$ cat src/scls_pkg.sv
// Package with the shared types and constants of the serial command LED sequencer.
package scls_pkg;

    localparam logic [7:0]  CHAR_CR     = 8'h0D;
    localparam logic [7:0]  CHAR_0      = 8'h30;
    localparam logic [7:0]  CHAR_9      = 8'h39;
    localparam logic [7:0]  CMD_RGB     = 8'h31;
    localparam logic [7:0]  CMD_LEFT    = 8'h32;
    localparam logic [7:0]  CMD_RIGHT   = 8'h33;
    localparam logic [7:0]  CMD_ENTRY   = 8'h34;
    localparam logic [7:0]  CMD_CLR_BAR = 8'h36;
    localparam logic [7:0]  CMD_CLR_ALL = 8'h37;

    localparam logic [15:0] DELAY_RESET = 16'd500;
    localparam logic [15:0] DELAY_MAX   = 16'hFFFF;

    localparam int CMDQ_DEPTH = 4;
    localparam int CMDQ_PTR_W = $clog2(CMDQ_DEPTH);

    typedef enum logic [2:0] {
        OP_RGB,
        OP_LEFT,
        OP_RIGHT,
        OP_CLR_BAR,
        OP_CLR_ALL
    } t_op;

    typedef struct packed {
        t_op         op;
        logic [15:0] delay;
    } t_cmd;

    typedef enum logic {
        SEQ_IDLE,
        SEQ_RUN
    } t_seq_state;

endpackage

$ cat src/scls_front.sv
// Front end: accepts serial bytes, tracks entry mode and the delay, and classifies commands.
module scls_front
    import scls_pkg::*;
(
    input  logic        i_clk,
    input  logic        i_rst_n,
    input  logic        i_push,
    input  logic [7:0]  i_rx_byte,
    input  logic        i_q_full,
    output logic        o_full,
    output logic        o_q_push,
    output t_cmd        o_q_cmd
);

    logic        r_entry;
    logic        n_entry;
    logic [15:0] r_delay;
    logic [15:0] n_delay;
    logic        accept;
    logic        is_digit;
    logic [19:0] scaled;

    assign o_full   = i_q_full;
    assign accept   = i_push && !i_q_full;
    assign is_digit = (i_rx_byte >= CHAR_0) && (i_rx_byte <= CHAR_9);
    assign scaled   = {1'b0, r_delay, 3'b000} + {3'b000, r_delay, 1'b0}
                    + {16'd0, 4'(i_rx_byte - CHAR_0)};

    always_comb begin
        n_entry     = r_entry;
        n_delay     = r_delay;
        o_q_push    = 1'b0;
        o_q_cmd.op  = OP_CLR_BAR;
        o_q_cmd.delay = r_delay;
        if (accept) begin
            if (r_entry) begin
                if (i_rx_byte == CHAR_CR) begin
                    n_entry = 1'b0;
                end else if (is_digit) begin
                    n_delay = (scaled > {4'd0, DELAY_MAX}) ? DELAY_MAX : scaled[15:0];
                end
            end else begin
                case (i_rx_byte)
                    CMD_RGB: begin
                        o_q_push   = 1'b1;
                        o_q_cmd.op = OP_RGB;
                    end
                    CMD_LEFT: begin
                        o_q_push   = 1'b1;
                        o_q_cmd.op = OP_LEFT;
                    end
                    CMD_RIGHT: begin
                        o_q_push   = 1'b1;
                        o_q_cmd.op = OP_RIGHT;
                    end
                    CMD_ENTRY: begin
                        n_entry = 1'b1;
                        n_delay = 16'd0;
                    end
                    CMD_CLR_BAR: begin
                        o_q_push   = 1'b1;
                        o_q_cmd.op = OP_CLR_BAR;
                    end
                    CMD_CLR_ALL: begin
                        o_q_push   = 1'b1;
                        o_q_cmd.op = OP_CLR_ALL;
                    end
                    default: begin
                        o_q_push = 1'b0;
                    end
                endcase
            end
        end
    end

    always_ff @(posedge i_clk) begin
        if (!i_rst_n) begin
            r_entry <= 1'b0;
            r_delay <= DELAY_RESET;
        end else begin
            r_entry <= n_entry;
            r_delay <= n_delay;
        end
    end

endmodule

$ cat src/scls_cmdq.sv
// Short command queue between the front end and the sequencer.
module scls_cmdq
    import scls_pkg::*;
(
    input  logic i_clk,
    input  logic i_rst_n,
    input  logic i_push,
    input  t_cmd i_cmd,
    output logic o_full,
    input  logic i_pop,
    output logic o_empty,
    output t_cmd o_cmd
);

    t_cmd                  r_mem [CMDQ_DEPTH];
    logic [CMDQ_PTR_W-1:0] r_wr;
    logic [CMDQ_PTR_W-1:0] r_rd;
    logic [CMDQ_PTR_W:0]   r_count;
    logic                  do_push;
    logic                  do_pop;

    assign o_full  = (r_count == (CMDQ_PTR_W+1)'(CMDQ_DEPTH));
    assign o_empty = (r_count == '0);
    assign o_cmd   = r_mem[r_rd];
    assign do_push = i_push && !o_full;
    assign do_pop  = i_pop && !o_empty;

    always_ff @(posedge i_clk) begin
        if (do_push) begin
            r_mem[r_wr] <= i_cmd;
        end
    end

    always_ff @(posedge i_clk) begin
        if (!i_rst_n) begin
            r_wr    <= '0;
            r_rd    <= '0;
            r_count <= '0;
        end else begin
            if (do_push) begin
                r_wr <= r_wr + 1'b1;
            end
            if (do_pop) begin
                r_rd <= r_rd + 1'b1;
            end
            if (do_push && !do_pop) begin
                r_count <= r_count + 1'b1;
            end else if (do_pop && !do_push) begin
                r_count <= r_count - 1'b1;
            end
        end
    end

endmodule

$ cat src/scls_seq.sv
// Back end: expands each queued command into its run of LED writes into the output register.
module scls_seq
    import scls_pkg::*;
#(
    parameter int BAR_WIDTH = 16,
    parameter int RGB_WIDTH = 3
) (
    input  logic                 i_clk,
    input  logic                 i_rst_n,
    input  logic                 i_q_empty,
    input  t_cmd                 i_q_cmd,
    output logic                 o_q_pop,
    input  logic                 i_pop,
    output logic                 o_empty,
    output logic [BAR_WIDTH-1:0] o_bar_value,
    output logic                 o_bar_write,
    output logic [RGB_WIDTH-1:0] o_rgb_value,
    output logic                 o_rgb_write,
    output logic [15:0]          o_delay_before,
    output logic                 o_last
);

    localparam logic [BAR_WIDTH-1:0] BAR_ONE = BAR_WIDTH'(1);
    localparam logic [BAR_WIDTH-1:0] BAR_MSB = BAR_ONE << (BAR_WIDTH - 1);
    localparam logic [RGB_WIDTH-1:0] RGB_ONE = RGB_WIDTH'(1);

    t_seq_state           r_state;
    t_seq_state           n_state;
    t_op                  r_op;
    t_op                  n_op;
    logic [15:0]          r_delay;
    logic [15:0]          n_delay;
    logic [BAR_WIDTH-1:0] r_bar_walk;
    logic [BAR_WIDTH-1:0] n_bar_walk;
    logic [RGB_WIDTH-1:0] r_rgb_walk;
    logic [RGB_WIDTH-1:0] n_rgb_walk;

    logic                 r_out_valid;
    logic                 n_out_valid;
    logic [BAR_WIDTH-1:0] r_bar_value;
    logic [BAR_WIDTH-1:0] n_bar_value;
    logic                 r_bar_write;
    logic                 n_bar_write;
    logic [RGB_WIDTH-1:0] r_rgb_value;
    logic [RGB_WIDTH-1:0] n_rgb_value;
    logic                 r_rgb_write;
    logic                 n_rgb_write;
    logic [15:0]          r_delay_before;
    logic [15:0]          n_delay_before;
    logic                 r_last;
    logic                 n_last;

    logic                 out_free;

    assign out_free       = !r_out_valid || i_pop;
    assign o_empty        = !r_out_valid;
    assign o_bar_value    = r_bar_value;
    assign o_bar_write    = r_bar_write;
    assign o_rgb_value    = r_rgb_value;
    assign o_rgb_write    = r_rgb_write;
    assign o_delay_before = r_delay_before;
    assign o_last         = r_last;

    always_comb begin
        n_state        = r_state;
        n_op           = r_op;
        n_delay        = r_delay;
        n_bar_walk     = r_bar_walk;
        n_rgb_walk     = r_rgb_walk;
        n_out_valid    = r_out_valid && !i_pop;
        n_bar_value    = r_bar_value;
        n_bar_write    = r_bar_write;
        n_rgb_value    = r_rgb_value;
        n_rgb_write    = r_rgb_write;
        n_delay_before = r_delay_before;
        n_last         = r_last;
        o_q_pop        = 1'b0;
        case (r_state)
            SEQ_IDLE: begin
                if (out_free && !i_q_empty) begin
                    o_q_pop        = 1'b1;
                    n_out_valid    = 1'b1;
                    n_op           = i_q_cmd.op;
                    n_delay        = i_q_cmd.delay;
                    n_bar_value    = '0;
                    n_bar_write    = 1'b0;
                    n_rgb_value    = '0;
                    n_rgb_write    = 1'b0;
                    n_delay_before = 16'd0;
                    n_last         = 1'b0;
                    case (i_q_cmd.op)
                        OP_RGB: begin
                            n_rgb_value    = RGB_ONE;
                            n_rgb_write    = 1'b1;
                            n_delay_before = i_q_cmd.delay;
                            n_rgb_walk     = RGB_ONE << 1;
                            n_state        = SEQ_RUN;
                        end
                        OP_LEFT: begin
                            n_bar_value = BAR_ONE;
                            n_bar_write = 1'b1;
                            n_bar_walk  = BAR_ONE << 1;
                            n_state     = SEQ_RUN;
                        end
                        OP_RIGHT: begin
                            n_bar_value = BAR_MSB;
                            n_bar_write = 1'b1;
                            n_bar_walk  = BAR_MSB >> 1;
                            n_state     = SEQ_RUN;
                        end
                        OP_CLR_BAR: begin
                            n_bar_write = 1'b1;
                            n_last      = 1'b1;
                        end
                        OP_CLR_ALL: begin
                            n_bar_write = 1'b1;
                            n_rgb_write = 1'b1;
                            n_last      = 1'b1;
                        end
                        default: begin
                            n_last = 1'b1;
                        end
                    endcase
                end
            end
            SEQ_RUN: begin
                if (out_free) begin
                    n_out_valid    = 1'b1;
                    n_delay_before = r_delay;
                    if (r_op == OP_RGB) begin
                        n_bar_value = '0;
                        n_bar_write = 1'b0;
                        n_rgb_value = r_rgb_walk;
                        n_rgb_write = 1'b1;
                        n_last      = (r_rgb_walk == '0);
                        n_rgb_walk  = r_rgb_walk << 1;
                    end else begin
                        n_bar_value = r_bar_walk;
                        n_bar_write = 1'b1;
                        n_rgb_value = '0;
                        n_rgb_write = 1'b0;
                        n_last      = (r_bar_walk == '0);
                        n_bar_walk  = (r_op == OP_LEFT) ? (r_bar_walk << 1) : (r_bar_walk >> 1);
                    end
                    if (n_last) begin
                        n_state = SEQ_IDLE;
                    end
                end
            end
            default: begin
                n_state = SEQ_IDLE;
            end
        endcase
    end

    always_ff @(posedge i_clk) begin
        if (!i_rst_n) begin
            r_state     <= SEQ_IDLE;
            r_out_valid <= 1'b0;
        end else begin
            r_state     <= n_state;
            r_out_valid <= n_out_valid;
        end
    end

    always_ff @(posedge i_clk) begin
        r_op           <= n_op;
        r_delay        <= n_delay;
        r_bar_walk     <= n_bar_walk;
        r_rgb_walk     <= n_rgb_walk;
        r_bar_value    <= n_bar_value;
        r_bar_write    <= n_bar_write;
        r_rgb_value    <= n_rgb_value;
        r_rgb_write    <= n_rgb_write;
        r_delay_before <= n_delay_before;
        r_last         <= n_last;
    end

endmodule

$ cat src/serial_command_led_sequencer.sv
// Top level of the serial command LED sequencer.
//
// Input channel: one received serial byte per beat on i_rx_byte, taken when i_push is high
// and o_full is low. Result channel: one LED write per beat, shown while o_empty is low and
// taken when i_pop is high. Each write carries the bar or RGB pattern, its write flags, the
// milliseconds to wait before it and a flag on the final beat of the command's run.
// The front end settles entry mode and the delay value in the cycle a byte is taken, so
// bytes may follow one another in every cycle while o_full is low. Commands that produce
// writes go into a four-entry queue; the sequencer turns each into its run at one beat per
// cycle while the receiver takes each beat, so a command yields BAR_WIDTH+1, RGB_WIDTH+1
// or one beat. The first beat of a command is on the result ports in the cycle after the
// sequencer takes it from the queue; the next command can be taken in the cycle the last
// beat of the previous one is taken. o_full rises only with four unstarted commands queued.
// Synchronous reset empties the queue and the output register, sets command mode and a
// delay of 500 ms. When the receiver stalls, the current beat holds, the sequencer waits
// and the queue fills, after which the input side stalls too.
module serial_command_led_sequencer
    import scls_pkg::*;
#(
    parameter int BAR_WIDTH = 16,
    parameter int RGB_WIDTH = 3
) (
    input  logic                 i_clk,
    input  logic                 i_rst_n,
    input  logic                 i_push,
    output logic                 o_full,
    input  logic [7:0]           i_rx_byte,
    output logic                 o_empty,
    input  logic                 i_pop,
    output logic [BAR_WIDTH-1:0] o_bar_value,
    output logic                 o_bar_write,
    output logic [RGB_WIDTH-1:0] o_rgb_value,
    output logic                 o_rgb_write,
    output logic [15:0]          o_delay_before,
    output logic                 o_last
);

    logic q_push;
    logic q_full;
    logic q_pop;
    logic q_empty;
    t_cmd q_wr_cmd;
    t_cmd q_rd_cmd;

    scls_front u_front (
        .i_clk     (i_clk),
        .i_rst_n   (i_rst_n),
        .i_push    (i_push),
        .i_rx_byte (i_rx_byte),
        .i_q_full  (q_full),
        .o_full    (o_full),
        .o_q_push  (q_push),
        .o_q_cmd   (q_wr_cmd)
    );

    scls_cmdq u_cmdq (
        .i_clk   (i_clk),
        .i_rst_n (i_rst_n),
        .i_push  (q_push),
        .i_cmd   (q_wr_cmd),
        .o_full  (q_full),
        .i_pop   (q_pop),
        .o_empty (q_empty),
        .o_cmd   (q_rd_cmd)
    );

    scls_seq #(
        .BAR_WIDTH (BAR_WIDTH),
        .RGB_WIDTH (RGB_WIDTH)
    ) u_seq (
        .i_clk          (i_clk),
        .i_rst_n        (i_rst_n),
        .i_q_empty      (q_empty),
        .i_q_cmd        (q_rd_cmd),
        .o_q_pop        (q_pop),
        .i_pop          (i_pop),
        .o_empty        (o_empty),
        .o_bar_value    (o_bar_value),
        .o_bar_write    (o_bar_write),
        .o_rgb_value    (o_rgb_value),
        .o_rgb_write    (o_rgb_write),
        .o_delay_before (o_delay_before),
        .o_last         (o_last)
    );

endmodule

$ cat config.mk
export PLATFORM = sky130hd
export DESIGN_NAME = serial_command_led_sequencer
export DESIGN_NICKNAME = d
export VERILOG_FILES = /design/src/scls_pkg.sv /design/src/scls_front.sv /design/src/scls_cmdq.sv /design/src/scls_seq.sv /design/src/serial_command_led_sequencer.sv
export SDC_FILE = /design/constraint.sdc
export NUM_CORES = 1
export LEC_CHECK = 0
export BUFFER_PORTS_ARGS = -buffer_cell sky130_fd_sc_hd__clkbuf_2
export CORE_UTILIZATION = 60
export DETAILED_ROUTE_END_ITERATION = 6
export GPL_TIMING_DRIVEN = 0
export PLACE_DENSITY_LB_ADDON = 0.1
export SLEW_MARGIN = 20
export SYNTH_ARGS = -nofsm -noshare
export SYNTH_HDL_FRONTEND = slang
export SYNTH_SLANG_ARGS = --single-unit
$ cat constraint.sdc
create_clock -name i_clk -period 3.9 [get_ports i_clk]
set_clock_uncertainty 0.15 [all_clocks]
set_input_delay 0.195 -clock i_clk [delete_from_list [all_inputs] [get_ports i_clk]]
set_output_delay 0.195 -clock i_clk [all_outputs]
set_load 0.05 [all_outputs]
==> metrics.csv, run 1 <==
metric;value;unit
setup_viol;0;
slowest_stage;fa_1;
synthCells;556;
rsz0062_at_grt;no;
timing.final.crit_share;91.93;%
syn-cell-area;8071;um^2
antenna_found_initial;0;
grt_use_total;22.23;%
max_freq;278.9;MHz
hold_viol_final;0;
r2r_end;u_front.r_delay[13];
viasPerCell;5.871;
grt_pass1_wl;23.96;mm
cts.repair.resized;0;
ir_drop;384.7;uV
clk_latency;420;ps
cts_buffers;17;
tns;0;ps
cpMostUsedCell;fa_1;
cp-endpoint;u_front.r_delay[13];
gr-total-overflow;0;
synth_edf_count;151;
ys_warn_count;0;
avgSynthCellArea;14.52;um^2
drc;0;
initial_core_util;61.19;%
critPathTopFamily;compound AO/OA/AOI/OAI gates;
die_h;118.0;um
critPathMaxFanout;10;
vias;4814;
p_per_area;688.4;nW/um^2
clock_path_buffers;2;
cts_root_buffer;clkbuf_16;
critPathBufInv;2;
critPathArrivalTime;3740;ps
routed_wirelength;14.49;mm
synthesis.nets;607;
yosysSeqAreaShare;63.12;%
r2r_cells;10;
r2r_slack;310;ps
io_pins;52;
io_buffers;51;
synth_cell_type_count;57;
final_cells;820;
holdWs;25.69;ps
dominantRegCellSynth;edfxtp_1;
path_cells;fa_1 -> fa_1 -> a211oi_1 -> o211ai_1 -> a221oi_2 -> nand2_1 -> a2111oi_4 -> buf_4 -> buf_6 -> a31oi_1;
area_growth_syn_to_layout;13.63;%
dp.cells;784;
clkSinkCount;179;
initialDrtViolationCount;353;
drtPass1Iterations;5;
hold_path_class;in -> reg;
final_util;69.53;%
start_kind;flop;
drive_gt1_share;20.34;%
detail_route.wl_per_cell;17.66;um
antenna_left;0;
power.leakage;3.544;nW
antenna_cells;0;
rr_startpoint;u_front.r_delay[2];
cp-startpoint;u_front.r_delay[2];
power;6.314;mW
cp.depth;10;
place_congestion;0.8640;
htree_levels;4;
grt_max_degree;39;
core_area;13190;um^2
cts_tree;built;
tightest_slew;1009;ps
slew_headroom;32.76;%
die_w;118.0;um
drv_cap;0;
clkSlewWorstSetupHoldPaths;70;ps
period_needed;3585;ps
slew_viol_final;0;
grt_pass1_vias;4716;
num_rows;42;
dieArea;13920;um^2
crit_path_max_incr_delay;520;ps
synthArstFlopShare;0;%
outcome;complete, no violations;
ys_seq_elements;179;
dp_hpwl;10.05;mm
nNetsFinal;682;
path_class;reg -> reg;
cp-end-kind;flop;
cp.required;4060;ps
-- flip-flops by register name, indices dropped and copies added (netlist names), 3 cells and up, named ones only --
signal                cells
u_cmdq.r_count            3
u_seq.o_delay_before     16
u_seq.r_delay            16
u_seq.r_op                3
u_seq.o_bar_value        16
u_seq.o_rgb_value         3
u_seq.r_bar_walk         16
u_cmdq.r_mem             76
u_front.r_delay          16
-- metal layers --
metal	up-vias	track usage, %	wire [um]
met5	-	0	0
met4	0	8.173	245
met3	22	3.488	511
met2	137	36.62	7139
met1	2330	30.06	6589
li1	2325	-	-
-- final cells by class --
class	instances	area [um^2]
multi-input combinational	341	2820
tap	176	220.2
inverter	11	41.29
buffer	25	121.4
clock buffer	20	478.0
timing repair buffer	56	301.5
fill	903	4019
sequential	179	5095
clock inverter	12	93.84
-- cells in the mapped netlist (3+ instances only) --
cell type / count / area (um^2)
buf_2: 5 / 25.02
mux4_2: 19 / 427.9
clkbuf_1: 15 / 56.30
o211ai_1: 6 / 45.04
a21o_1: 14 / 105.1
a22o_1: 29 / 254.0
and2_1: 27 / 168.9
nand4_1: 4 / 25.02
and3_1: 7 / 43.79
a31oi_1: 14 / 87.58
a211oi_1: 3 / 22.52
inv_1: 11 / 41.29
nor4_1: 5 / 31.28
nand2_1: 33 / 123.9
o21a_1: 3 / 22.52
a21boi_0: 3 / 22.52
edfxtp_1: 151 / 4534
mux2i_1: 3 / 30.03
a41oi_1: 4 / 35.03
nand3_1: 7 / 35.03
nor2b_1: 6 / 37.54
fa_1: 3 / 60.06
nand2b_1: 4 / 25.02
ha_1: 36 / 450.4
dfxtp_1: 28 / 560.5
xnor2_1: 13 / 113.9
a21oi_1: 27 / 135.1
o21ai_0: 12 / 60.06
xor2_1: 5 / 43.79
nor2_1: 23 / 86.33
-- logic make-up after synthesis --
family                     after synthesis  share of synthesized area (%)
adders and majority gates               39                          6.325
DFF                                    179                          63.12
muxes                                   23                          5.813
AOI/OAI and AO/OA                      131                          12.03
buffers and inverters                   36                          2.015
xor gates and xnor gates                18                          1.953
and+or+nand+nor                        130                          8.743
-- tightest hold or removal path, stage by stage --
cell,delay [ps]
clkbuf_2,80
nand2b_1,150
a21boi_0,110
-- stage by stage --
stage | worst slack [ps] | area (um^2)
finish | 314.7 | 9171
global route | 116.1 | 9171
CTS | 171.3 | 9156
detailed placement | 179.1 | 8564
global placement | 224.2 | 8547
floorplan | 548.4 | 8071
-- power breakdown --
group / internal, mW / total [mW] / switching (mW) / leakage (nW)
registers: 2.67 / 2.83 / 0.167 / 1.73
logic: 0.475 / 1.88 / 1.41 / 1.53
clock network: 0.897 / 1.60 / 0.702 / 0.283
total: 4.04 / 6.31 / 2.28 / 3.54
-- layout by cell type, fill, tap and decap left out, types with 7 or more instances in the layout --
master,instances
dfxtp_1,28
nand3_1,7
nand2_1,33
xnor2_1,13
ha_1,36
a31oi_1,14
inv_1,10
clkbuf_1,15
nor2_1,22
clkbuf_16,18
o21ai_0,12
clkbuf_2,53
a21oi_1,26
mux4_2,19
and3_1,7
and2_1,27
a21o_1,14
edfxtp_1,151
a22o_1,29
-- how the worst min path moves through the flow --
stage	start	end	slack, ps	depth (start not counted)
after floorplan	i_rst_n	u_front.r_entry	200	1
after global placement	u_front.r_entry	u_front.r_entry	350	2
after detailed placement	u_front.r_entry	u_front.r_entry	370	2
after CTS	i_pop	u_seq.r_out_valid	5	3
after global routing	i_pop	u_seq.r_out_valid	20	3
final	i_pop	u_seq.r_out_valid	30	3
-- timing repair --
item / in CTS / in global routing
buffers inserted: 0 / 2
hold endpoints to repair: 2 / 0
endpoints found under the setup margin: 0 / 10
hold buffers: 2 / 0
(Power assumes the default switching activity.)
==> inputs of run 2 (changes only) <==
--- a/config.mk
+++ b/config.mk
@@ -6,7 +6,9 @@
 export NUM_CORES = 1
 export LEC_CHECK = 0
 export BUFFER_PORTS_ARGS = -buffer_cell sky130_fd_sc_hd__clkbuf_2
-export CORE_UTILIZATION = 60
+export CELL_PAD_IN_SITES_DETAIL_PLACEMENT = 0
+export CELL_PAD_IN_SITES_GLOBAL_PLACEMENT = 1
+export CORE_UTILIZATION = 51
 export DETAILED_ROUTE_END_ITERATION = 6
 export GPL_TIMING_DRIVEN = 0
 export PLACE_DENSITY_LB_ADDON = 0.1
==> run 2 against run 1 <==
Sequential share of layout area down 0.20 points. Wire length about the same. Critical endpoint is now u_front.r_delay[2]. Combinational power about the same. Sequential power about the same. Die area up 17%. Critical path depth unchanged. Non-clock buffer count down 1. Worst setup slack worse by 95 ps. Critical path type unchanged. Clock power about the same. Power about the same.
==> metrics.csv, run 2 (synthesized netlist as in run 1, its figures left out) <==
metric;value;unit
clock_path_buffers;2;
routed_wirelength;14.50;mm
dieArea;16330;um^2
p_per_area;686.2;nW/um^2
drtPass1Iterations;4;
antenna_left;0;
clk_latency;430;ps
cp.required;4060;ps
tightest_slew;1038;ps
fillers;1251;
vias;4776;
power.leakage;3.528;nW
timing.final.crit_share;94.38;%
period_needed;3681;ps
clkSinkCount;179;
num_rows;45;
start_kind;flop;
drv_cap;0;
layout_common_cells;edfxtp_1 (151), clkbuf_2 (53), ha_1 (36);
slowest_stage;fa_1;
mostFrequentLayoutCell;edfxtp_1;
antenna_cells;0;
drive_gt1_share;19.75;%
dp_hpwl;10.35;mm
hold_path_class;in -> reg;
cpMostUsedCell;fa_1;
crit_path_max_incr_delay;520;ps
nNetsFinal;681;
slew_headroom;30.77;%
grt_use_total;19.28;%
path_cells;fa_1 -> fa_1 -> a211oi_1 -> o211ai_1 -> a221oi_2 -> nand2_1 -> a2111oi_4 -> buf_4 -> buf_6 -> a31oi_1;
grt_pass1_vias;4644;
cts_buffers;17;
initial_core_util;52.70;%
io_pins;52;
area_growth_syn_to_layout;14.04;%
critPathArrivalTime;3840;ps
initialDrtViolationCount;259;
cts_root_buffer;clkbuf_16;
tns;0;ps
hold_viol_final;0;
setup_viol;0;
ir_drop;348.0;uV
max_freq;271.7;MHz
fin_area;9205;um^2
io_buffers;51;
cp-end-kind;flop;
grt_pass1_wl;23.65;mm
htree_levels;4;
placed_cell_area;8608;um^2
gr-total-overflow;0;
clkSlewWorstSetupHoldPaths;60;ps
top_register;u_cmdq.r_mem;
die_h;127.8;um
detail_route.wl_per_cell;16.97;um
critPathMaxFanout;10;
viasPerCell;5.593;
rsz0062_at_grt;no;
slew_viol_final;0;
antenna_found_initial;0;
cts_tree;built;
largest_reg_flops;76;
core_area;15310;um^2
place_congestion;0.8100;
die_w;127.8;um
drc;0;
grt_max_degree;39;
power;6.317;mW
cts.repair.resized;0;
outcome;complete, no violations;
path_class;reg -> reg;
-- run 2: cell count changes in the layout (fill, tap and decap cells not counted), moves of 2 or more --
cell,before,now
clkbuf_1,15,17
bufinv_16,0,2
clkinvlp_4,1,3
inv_6,4,1
clkbuf_8,2,0
-- run 2: worst paths after layout --
check                     startpoint                 end  slack, ps  cells past startpoint
setup / recovery  u_front.r_delay[2]  u_front.r_delay[2]        220                     10
hold / removal          i_rx_byte[0]  u_front.r_delay[0]         20                      3
setup reg to reg  u_front.r_delay[2]  u_front.r_delay[2]        220                     10
hold reg to reg      u_front.r_entry     u_front.r_entry        370                      2
-- run 2: layout make-up --
type	instances	area [um^2]	area share (%)
inverters	11	41.29	0.4486
flip-flops and latches	179	5095	55.35
clock buffers	19	432.9	4.703
plain buffers	25	121.4	1.318
clock inverters	13	136.4	1.482
well taps	211	264.0	2.868
repair buffers	55	294.0	3.194
multi-input cells	341	2820	30.64
-- run 2: routing by layer --
metal	GRT usage (%)	share of wire, %	vias up
li1	-	-	2321
met1	25.70	48	2361
met2	31.23	48	82
met3	4.174	3.3	12
met4	7.059	1.0	0
met5	0	0	-
-- run 2: through the flow --
step	utilization [%]	hold slack (ps)	setup slack [ps]	std cells
2_1_floorplan	-	198.8	548.4	556
3_5_place_dp	56.21	370.7	110.8	819
5_1_grt	60.11	49.16	54.40	854
6_report	60.11	21.34	219.3	854
3_3_place_gp	56.09	346.9	139.8	818
4_1_cts	60.06	3.095	103.4	853
-- run 2: worst max-delay path: cells and delay by family, from the launching register on --
kind	cells	cell delay, ps
flip-flops	1	510
buffers and inverters	2	370
AND/OR/NAND/NOR	1	130
AO/OA/AOI/OAI	5	1360
adder cells (fa/ha/maj)	2	1010
-- run 2: where the power goes --
part	switching (mW)	internal (mW)	total, mW	leakage, nW
Combinational	1.39	0.475	1.87	1.53
Clock	0.689	0.941	1.63	0.271
Sequential	0.157	2.67	2.82	1.73
Total	2.24	4.08	6.32	3.53
-- run 2: timing repair --
action	in CTS	in global routing
hold endpoints to repair	2	0
hold buffers	2	0
endpoints found under the setup margin	0	12
buffers inserted	0	1
==> inputs of run 3 (changes only) <==
--- a/config.mk
+++ b/config.mk
@@ -8,11 +8,10 @@
 export BUFFER_PORTS_ARGS = -buffer_cell sky130_fd_sc_hd__clkbuf_2
 export CELL_PAD_IN_SITES_DETAIL_PLACEMENT = 0
 export CELL_PAD_IN_SITES_GLOBAL_PLACEMENT = 1
-export CORE_UTILIZATION = 51
+export CORE_UTILIZATION = 50
 export DETAILED_ROUTE_END_ITERATION = 6
-export GPL_TIMING_DRIVEN = 0
 export PLACE_DENSITY_LB_ADDON = 0.1
-export SLEW_MARGIN = 20
+export SLEW_MARGIN = 5
 export SYNTH_ARGS = -nofsm -noshare
 export SYNTH_HDL_FRONTEND = slang
 export SYNTH_SLANG_ARGS = --single-unit
==> run 3 against run 2 <==
Sequential power barely moved. Non-clock buffer count fell by 13. Sequential cell count did not move. Worst setup slack improved by 200 ps. Die area rose by 2.0%. Power rose by 0.94%.
==> metrics.csv, run 3 (synthesized netlist as in run 1, its figures left out) <==
metric;value;unit
ir_drop;392.0;uV
hold_path_class;in -> reg;
p_sw;2.207;mW
holdWs;19.77;ps
tightest_slew;1148;ps
clock_path_buffers;2;
r2r_end;u_front.r_delay[15];
hold_viol_final;0;
grt_pass1_vias;4549;
htree_levels;4;
cp-end-kind;flop;
path_class;reg -> reg;
drv_cap;0;
start_kind;flop;
clkSinkCount;179;
grt_max_degree;39;
gr-total-overflow;0;
area_growth_syn_to_layout;13.80;%
top_register;u_cmdq.r_mem;
timing.final.crit_share;89.18;%
grt_use_total;18.53;%
nNetsFinal;668;
cp.required;4040;ps
die_w;129.1;um
slew_viol_final;0;
cts_root_buffer;clkbuf_16;
setup_viol;0;
rr_startpoint;u_front.r_delay[2];
detail_route.wl_per_cell;17.03;um
clkSlewWorstSetupHoldPaths;60;ps
layout_common_cells;edfxtp_1 (151), clkbuf_2 (51), ha_1 (36);
rsz0062_at_grt;no;
mostFrequentLayoutCell;edfxtp_1;
viasPerCell;5.544;
cts_buffers;17;
initial_core_util;51.00;%
vias;4690;
antenna_cells;0;
critPathMaxFanout;16;
holdPathEnd;u_front.r_delay[0];
critPathArrivalTime;3620;ps
r2r_cells;9;
power.leakage;3.537;nW
antenna_found_initial;0;
initialDrtViolationCount;313;
seqPwrFrac;44.4;%
io_pins;52;
p_per_area;694.2;nW/um^2
r2r_slack;420;ps
max_freq;287.5;MHz
tns;0;ps
core_area;15830;um^2
cts_tree;built;
num_rows;46;
clkPwrFrac;26.4;%
io_buffers;51;
die_h;129.1;um
combPwrFrac;29.1;%
dp_hpwl;9.972;mm
place_congestion;0.8164;
holdPathStages;3;
swShare;34.61;%
routed_wirelength;14.41;mm
grt_pass1_wl;23.42;mm
drtPass1Iterations;4;
fillers;1251;
slew_headroom;23.47;%
drive_gt1_share;20.00;%
hold_path_startpoint;i_rx_byte[0];
antenna_left;0;
largest_reg_flops;76;
power.internal;4.170;mW
drc;0;
outcome;complete, no violations;
clk_latency;420;ps
dieArea;16660;um^2
period_needed;3478;ps
==> run 3: how the worst max path moves through the flow <==
stage | startpoint | depth (start not counted) | endpoint | slack [ps]
2_1_floorplan | u_cmdq.r_count[0] | 10 | u_cmdq.r_count[2] | 550
3_3_place_gp | u_front.r_delay[0] | 9 | u_front.r_delay[11] | 510
3_5_place_dp | u_front.r_delay[2] | 9 | u_front.r_delay[15] | 420
4_1_cts | u_front.r_delay[2] | 9 | u_front.r_delay[15] | 410
5_1_grt | u_front.r_delay[2] | 9 | u_front.r_delay[15] | 200
6_report | u_front.r_delay[2] | 9 | u_front.r_delay[15] | 420
==> run 3: worst max-delay path, stage by stage (launching register included) <==
cell and delay [ps]:
dfxtp_1 460, fa_1 520, fa_1 490, a211oi_1 360
o211ai_1 230, a221oi_2 300, nand2_1 130, a2111oi_4 290
buf_4 270, a41oi_1 140
==> run 3: cell type report <==
cell class	count	area, um^2	share of cell area (%)
clock inverter	10	132.6	1.444
sequential	179	5095	55.47
multi-input combinational	341	2814	30.64
inverter	11	41.29	0.4495
clock buffer	22	454.2	4.945
tap	216	270.3	2.942
timing repair buffer	67	377.9	4.114
==> run 3: metrics by stage <==
| stage | utilization (%) | cells | instance area [um^2] | power, mW | setup WS (ps) |
|---|---|---|---|---|---|
| 5_1_grt | 58.03 | 846 | 9185 | 6.676 | 198.7 |
| 6_report | 58.03 | 846 | 9185 | 6.376 | 421.8 |
| 3_3_place_gp | 54.26 | 813 | 8588 | 4.719 | 508.4 |
| 4_1_cts | 58.03 | 846 | 9185 | 6.437 | 405.1 |
| 2_1_floorplan | - | 556 | 8071 | 4.307 | 548.4 |
| 3_5_place_dp | 54.26 | 813 | 8588 | 4.751 | 419.6 |
==> run 3: power by group through the flow <==
stage	logic [mW]	registers, mW	clock network (mW)
3_3_place_gp	1.86	2.86	0
4_1_cts	1.88	2.84	1.72
6_report	1.86	2.83	1.68
5_1_grt	2.00	2.88	1.79
2_1_floorplan	0.759	3.55	0
3_5_place_dp	1.87	2.88	0
==> run 3: timing repair <==
item	4_1_cts	5_1_grt
hold buffers	1	0
resized for setup	0	0
setup buffers	0	0
hold endpoints to repair	1	0
endpoints found under the setup margin	0	0
==> run 3: metal layers <==
metal  share of wire, %  vias to the layer above  global-route usage, %  wire (um)
met5                  0                        -                      0          0
met4                1.1                        0                  6.228        162
met3                2.6                       15                  3.716        378
met2                 46                       95                  28.87       6593
met1                 50                     2287                  26.20       7274
li1                   -                     2293                      -          -
